File: config.mk
export PLATFORM = sky130hd
export DESIGN_NAME = f2c_control
export DESIGN_NICKNAME = d
export VERILOG_FILES = /design/src/design/f2c_pkg.sv /design/src/design/f2c_control.sv
export SDC_FILE = /design/constraint.sdc
export NUM_CORES = 1
export LEC_CHECK = 0
export ABC_CLOCK_PERIOD_IN_PS = 3400
export BUFFER_PORTS_ARGS = -buffer_cell sky130_fd_sc_hd__clkbuf_2
export CAP_MARGIN = 30
export CORE_AREA = 3 3 66 68
export CTS_CLUSTER_DIAMETER = 30
export DETAILED_ROUTE_END_ITERATION = 8
export DIE_AREA = 0 0 69 71
export HOLD_SLACK_MARGIN = 0.08
export PLACE_DENSITY = 0.77
export SKIP_LAST_GASP = 1
export SLEW_MARGIN = 5
export SYNTH_ARGS = -nofsm -noshare
export SYNTH_HDL_FRONTEND = slang
export SYNTH_SLANG_ARGS = --single-unit
File: constraint.sdc
create_clock -name clock -period 3.4 [get_ports clock]
set_input_delay 0.68 -clock clock [delete_from_list [all_inputs] [get_ports clock]]
set_output_delay 0.68 -clock clock [all_outputs]
set_load 0.01 [all_outputs]
File: src/design/f2c_pkg.sv
// Package for the Frenet-to-Cartesian converter: payload structs, constants,
// controller/datapath command and status types. No dependencies.
package f2c_pkg;

   localparam int MaxWaypoints = 256;
   localparam int IdxW         = $clog2(MaxWaypoints);
   localparam int CntW         = IdxW + 1;
   localparam int CordicSteps  = 24;
   localparam int StepW        = $clog2(CordicSteps);
   localparam int VecW         = 61;
   localparam int RotW         = 62;
   localparam logic signed [31:0] GainQ30 = 32'sd652032874;

   localparam logic OpWrite   = 1'b0;
   localparam logic OpConvert = 1'b1;

   typedef struct packed {
      logic               operation;
      logic [7:0]         entry_index;
      logic signed [31:0] point_x;
      logic signed [31:0] point_y;
      logic signed [31:0] point_arc;
      logic signed [31:0] query_s;
      logic signed [31:0] query_d;
   } req_type;

   typedef struct packed {
      logic signed [31:0] result_x;
      logic signed [31:0] result_y;
      logic [7:0]         segment_start;
   } rsp_type;

   typedef struct packed {
      logic            load;
      logic            write;
      logic            rd_start;
      logic [IdxW-1:0] rd_addr;
      logic            take_arc;
      logic            take_start;
      logic            take_next;
      logic            vec_init;
      logic            vec_step;
      logic            rot_init;
      logic            rot_step;
      logic [StepW-1:0] step;
      logic            finish;
   } ctl_type;

   typedef struct packed {
      logic qs_above;
   } sts_type;

endpackage

File: src/design/f2c_control.sv
// Controller: sequences RAM search, operand fetch and both CORDIC passes.
// Depends on f2c_pkg.
module f2c_control (
   input  logic             clock,
   input  logic             reset,
   input  logic             start,
   input  logic             op,
   input  logic [8:0]       count_raw,
   input  f2c_pkg::sts_type sts,
   output f2c_pkg::ctl_type ctl,
   output logic             busy,
   output logic             rsp_valid
);
   import f2c_pkg::*;

   typedef enum logic [9:0] {
      S_IDLE  = 10'b0000000001,
      S_WRITE = 10'b0000000010,
      S_SRCH  = 10'b0000000100,
      S_CHK   = 10'b0000001000,
      S_FST   = 10'b0000010000,
      S_FNX   = 10'b0000100000,
      S_INIT  = 10'b0001000000,
      S_VEC   = 10'b0010000000,
      S_ROT   = 10'b0100000000,
      S_DONE  = 10'b1000000000
   } state_type;

   state_type state_ff, state_in;
   logic [CntW-1:0] seg_ff, seg_in, count;
   logic [StepW-1:0] step_ff, step_in;
   logic out_ff;
   logic [CntW-1:0] nxt;

   assign count = (count_raw < 9'd2) ? CntW'(2) :
                  (count_raw > 9'(MaxWaypoints)) ? CntW'(MaxWaypoints) : CntW'(count_raw);
   assign nxt = (seg_ff + 1'b1 == count) ? '0 : seg_ff + 1'b1;

   always_comb begin
      state_in = state_ff;
      seg_in = seg_ff;
      step_in = step_ff;
      ctl = '0;
      ctl.step = step_ff;
      ctl.rd_addr = IdxW'(seg_ff + 1'b1);
      unique case (state_ff)
         S_IDLE: begin
            if (start) begin
               ctl.load = 1'b1;
               seg_in = '0;
               state_in = (op == OpConvert) ? S_SRCH : S_WRITE;
            end
         end
         S_WRITE: begin
            ctl.write = 1'b1;
            state_in = S_IDLE;
         end
         S_SRCH: begin
            if (seg_ff + 1'b1 < count) state_in = S_CHK;
            else begin
               ctl.rd_addr = IdxW'(seg_ff);
               ctl.rd_start = 1'b1;
               state_in = S_FST;
            end
         end
         S_CHK: begin
            if (sts.qs_above) begin
               seg_in = seg_ff + 1'b1;
               state_in = S_SRCH;
            end else begin
               ctl.rd_addr = IdxW'(seg_ff);
               ctl.rd_start = 1'b1;
               state_in = S_FST;
            end
         end
         S_FST: begin
            ctl.take_arc = 1'b1;
            ctl.take_start = 1'b1;
            ctl.rd_addr = IdxW'(nxt);
            state_in = S_FNX;
         end
         S_FNX: begin
            ctl.take_next = 1'b1;
            state_in = S_INIT;
         end
         S_INIT: begin
            ctl.vec_init = 1'b1;
            step_in = '0;
            state_in = S_VEC;
         end
         S_VEC: begin
            ctl.vec_step = 1'b1;
            if (step_ff == StepW'(CordicSteps - 1)) begin
               step_in = '0;
               ctl.rot_init = 1'b1;
               state_in = S_ROT;
            end else step_in = step_ff + 1'b1;
         end
         S_ROT: begin
            ctl.rot_step = 1'b1;
            if (step_ff == StepW'(CordicSteps - 1)) state_in = S_DONE;
            else step_in = step_ff + 1'b1;
         end
         S_DONE: begin
            ctl.finish = 1'b1;
            state_in = S_IDLE;
         end
         default: state_in = S_IDLE;
      endcase
   end

   always_ff @(posedge clock) begin
      if (reset) begin
         state_ff <= S_IDLE;
         out_ff <= 1'b0;
      end else begin
         state_ff <= state_in;
         out_ff <= ctl.finish;
      end
      seg_ff <= seg_in;
      step_ff <= step_in;
   end

   assign busy = (state_ff != S_IDLE);
   assign rsp_valid = out_ff;
endmodule

# [Word level (Yosys, flattened, before mapping)]
# Index checks and enable logic that the tools add are counted.
# Widths: inputs -> output; s select.
[totals] romBits=0 memories=0 out_inout_bits=26 mem_bits_rw=0 in_bits=14 wordCells=62 latch_bits=0 regBits=25
[classes] order_cmp=3 addsub=2 reduce_logical=5 n_div=0 n_bitwise=0 n_mux=30 eq_ne=18 mul=0 shift=0
[ops] operator="$pmux 10 s8" n=1
[ops] operator="$mux 9" n=6
[ops] operator="$mux 10" n=3
[ops] operator="$pmux 8 s3" n=1
[ops] operator="$mux 5" n=4
[ops] operator="$pmux 9 s2" n=1
[ops] operator="$pmux 5 s3" n=1
[ops] operator="$eq 10x1->1 const B" n=1
[ops] operator="$eq 10x10->1 const B" n=1
[ops] operator="$eq 10x2->1 const B" n=1
[ops] operator="$eq 10x3->1 const B" n=1
[ops] operator="$eq 10x4->1 const B" n=1
[ops] operator="$eq 10x5->1 const B" n=1
[ops] operator="$eq 10x6->1 const B" n=1
[ops] operator="$eq 10x7->1 const B" n=1
[ops] operator="$eq 10x8->1 const B" n=1
[ops] operator="$eq 10x9->1 const B" n=1
[ops] operator="$ne 10x1->1 const B" n=1
[ops] operator="$ne 2x2->1 const B" n=5
[ops] operator="$add 9x1->9 const B" n=1
[ops] operator="$eq 9x9->1" n=1
[ops] operator="$gt 9x9->1 const B" n=1
[ops] operator="$lt 9x2->1 const B" n=1
[ops] operator="$lt 9x9->1" n=1
[ops] operator="11 further kinds" n=20

# [Longest topological paths before layout]
[depth] depth_word=6 mapped_depth=12 ltp_nobuf=11

# [Worst setup path after synthesis]
# Ideal clock, no wire load.
[synth_timing] kind="register -> output" startpoint="register seg_ff[0]" endpoint="output port ctl[15] (netlist name)" slack_ps=-72 required_time_ps=2720 path_stages_with_launch=13 n_path_buf=1 arrival_time_ps=2792 cell_sequence="edfxtp_1 ha_1 nand3_1 nor2_1 and3_1 xor2_1 ha_1 nand4_1 nor3_1 a2111oi_0 or3_1 buf_6 a221o_1"
[synth_rtl] element="start, declared" line_no="f2c_control.sv:30" text="logic [CntW-1:0] seg_ff, seg_in, count;"
[synth_rtl] element="start signal, assigned" line_no="f2c_control.sv:120" text="seg_ff <= seg_in;"
[synth_rtl] element="end, declared" line_no="f2c_control.sv:10" text="output f2c_pkg::ctl_type ctl,"

==> flow_summary.ini <==
[logic_synthesis]
avgSynthCellArea_um2 = 9.12
yosysTopAreaCellShare_pct = 25.3
synth_edf_count = 14
synthArstFlopShare_pct = 0
ys.flop_type = edfxtp_1
synth_nets = 207
netlist_instances = 182
synth_area_leaders = edfxtp_1, dfxtp_1, ha_1
yosys.cell_count.top_type = nor2_1
ys_warn_count = 0
syn-cell-area_um2 = 1660
yosysTopAreaCell = edfxtp_1
synthTopCellsByCount = nor2_1, nand2_1, edfxtp_1
synth.distinct_cells = 45
synth-seq-cells = 25
seq_area_frac_synth_pct = 38.6

[routing]
drt-initial-drc-count = 59
detail-route-antenna-nets = 0
drtPass1Iterations = 4
drc = 0
wl_per_cell_um = 14.6
vias = 1580
wl_um = 4400
vias_per_cell = 5.23

[critical_path]
crit_slowest_cell = edfxtp_1
cp-end-kind = primary output
crit_fanout = 8
r2r_start = seg_ff[0]$_SDFFCE_PN0P_
cp_top_family = simple AND/OR/NAND/NOR gates
worstReg2RegEnd = state_ff[4]$_SDFFE_PP0P_
crit_buf_inv = 1
crit_arrival_ns = 3.12
cp.required_ns = 2.72
path_cells = ha_4 -> nand3_4 -> nor2_4 -> and3_4 -> xor2_2 -> ha_1 -> nand4_1 -> nor3_4 -> a2111oi_4 -> or3_4 -> a221o_1 -> clkbuf_2
cp.depth = 12
endpoint = ctl[15]
startpoint = seg_ff[0]$_SDFFCE_PN0P_
crit_type = reg -> out
r2r_cells = 13
critPathMaxStageDelay_ns = 0.47
rrSetupSlack_ns = 0.76
worstSetupStartpointType = flip-flop

[sta]
skew_ns = 0.00989
max_freq_mhz = 263
min_period_ns = 3.80
worst_pin_slew_ns = 0.499
grt_setup_unrepaired = yes
slew_viol_final = 0
relSlewSlack_pct = 66.4
setup_viol = 9
fin_setup_tns_ns = -2.63
setup_slack_ns = -0.400
hold_violations = 0
finalCritPeriodShare_pct = 112

[power_and_ir_drop]
intPower_uw = 544
pwr-share-clk_pct = 23.5
cellPowerDensity_nw_per_um2 = 333
leakage_nw = 1.05
pwr-share-comb_pct = 32.2
power_switching_share_pct = 31.4
p_switching_uw = 249
ir_drop_uv = 182
seq_power_share_pct = 44.3

[job]
cap_violations = 0

[cells_and_area]
syn2layout_area_growth_pct = 43.6
drive_above_1_share_pct = 41.3
nets = 278
final_util_pct = 60.9
final_cells = 302
diodes = 0
final_area_um2 = 2380

[clock_tree]
clk_latency_ns = 0.28
clkTransAtPathRegs_ns = 0.10
cts-root-buf = clkbuf_8
cts_htree_levels = 1
cts_tree = built
numCtsBuffers = 3
cts_buffer_depth = 2
cts_num_sinks = 25
ctsHoldBuffers = 0

[placement]
port_buffers = 39
place_hpwl_um = 3230
place_area_um2 = 2080
post-place-cells = 290
globalplace.congestion = 0.878

[global_route]
grt_pass1_wl_um = 6820
antenna_found_initial = 0
grt_max_degree = 16
first_global_vias = 1521
grt_overflow = 0
grtUsageTotal_pct = 17.0

[floorplan]
ioPinCount = 40
std_cell_rows = 23
die_area_um2 = 4900
die_w_um = 69
initial_core_util_pct = 42.4
dieHeight_um = 71
core-area_um2 = 3910

[min_path]
hp-class = reg -> reg

[status]
status = finished with violations
violations = setup timing
[power by group through the flow]
stage | Combinational (mW) | Clock, mW | Sequential (mW)
4_1_cts | 0.214 | 0.192 | 0.348
6_report | 0.255 | 0.186 | 0.351
3_5_place_dp | 0.202 | 0 | 0.353
3_3_place_gp | 0.198 | 0 | 0.353
2_1_floorplan | 0.118 | 0 | 0.352
5_1_grt | 0.278 | 0.200 | 0.354
[layout by cell type, fill, tap and decap left out, drive strengths merged]
master,instances
clkbuf,42
a22o,6
o21bai,1
and3,3
o311a,1
buf,32
and4,3
dfxtp,11
a32oi,1
nand4b,4
nor3b,4
edfxtp,14
o22ai,1
o211a,1
and2,2
xor2,7
nor2b,12
and4b,1
clkinv,2
xnor2,4
mux2,1
nand2,15
clkinvlp,1
a211oi,2
inv,11
nand3,10
o21ai,5
nor2,22
a221o,1
nor3,4
nand4,2
nor4,2
a21oi,8
nor4b,2
o31ai,1
a2111oi,1
or3,1
ha,11
[layout make-up]
type                    count  area (um2)
flip-flops and latches     25         641
inverters                  13        50.0
well taps                  50        62.6
fillers                   314        1530
repair buffers             71         450
multi-input cells         139        1130
clock inverters             1        7.51
clock buffers               3        41.3
[stage by stage]
stage,hold WS [ns],setup slack (ns),power (mW)
2_1_floorplan,0.489,0.00394,0.471
3_3_place_gp,0.519,-0.132,0.551
3_5_place_dp,0.530,-0.286,0.555
4_1_cts,0.544,-0.342,0.753
5_1_grt,0.573,-0.514,0.831
6_report,0.547,-0.400,0.793
[worst register-to-register path, cell delays in order, from the launching register on]
cell and delay, ns:
edfxtp_1 0.47, ha_4 0.21, nand3_4 0.09, nor2_4 0.04, and3_4 0.18, xor2_2 0.15
ha_1 0.30, nand4_1 0.20, nor3_4 0.29, buf_6 0.14, a211oi_4 0.04, o22ai_4 0.17
buf_4 0.19, nor2b_1 0.12
[registers in the layout, indices dropped and copies added (netlist names)]
name / count
state_ff: 10
seg_ff: 9
step_ff: 5
rsp_valid: 1
[cells by family after synthesis]
group,after synthesis,share of synthesized area [%]
compound gates,29,12.1
flops,25,38.6
mux,1,0.678
simple gates,87,29.7
buf+inv,18,4.82
fa+ha+maj,11,8.29
xor+xnor,11,5.80
[how the worst min path moves through the flow]
stage	startpoint	to	depth (start not counted)
global placement	state_ff[4]$_SDFFE_PP0P_	state_ff[5]$_SDFFE_PP0P_	2
finish	state_ff[4]$_SDFFE_PP0P_	state_ff[5]$_SDFFE_PP0P_	2
global route	state_ff[4]$_SDFFE_PP0P_	state_ff[5]$_SDFFE_PP0P_	2
floorplan	state_ff[4]$_SDFFE_PP0P_	state_ff[5]$_SDFFE_PP0P_	2
CTS	state_ff[4]$_SDFFE_PP0P_	state_ff[5]$_SDFFE_PP0P_	2
detailed placement	state_ff[4]$_SDFFE_PP0P_	state_ff[5]$_SDFFE_PP0P_	2
[what timing repair did]
item	4_1_cts	5_1_grt
endpoints found under the hold margin	0	0
setup buffers	3	5
setup endpoints to repair	9	9
gates resized for setup	11	25
pin swaps	9	15
[routing by layer]
metal,vias up,GRT usage [%],part of all wire (%)
li1,796,-,-
met1,731,21.6,46
met2,44,28.8,48
met3,9,2.84,4.1
met4,0,6.51,2.1
met5,-,0,0
(Power assumes the default switching activity.)
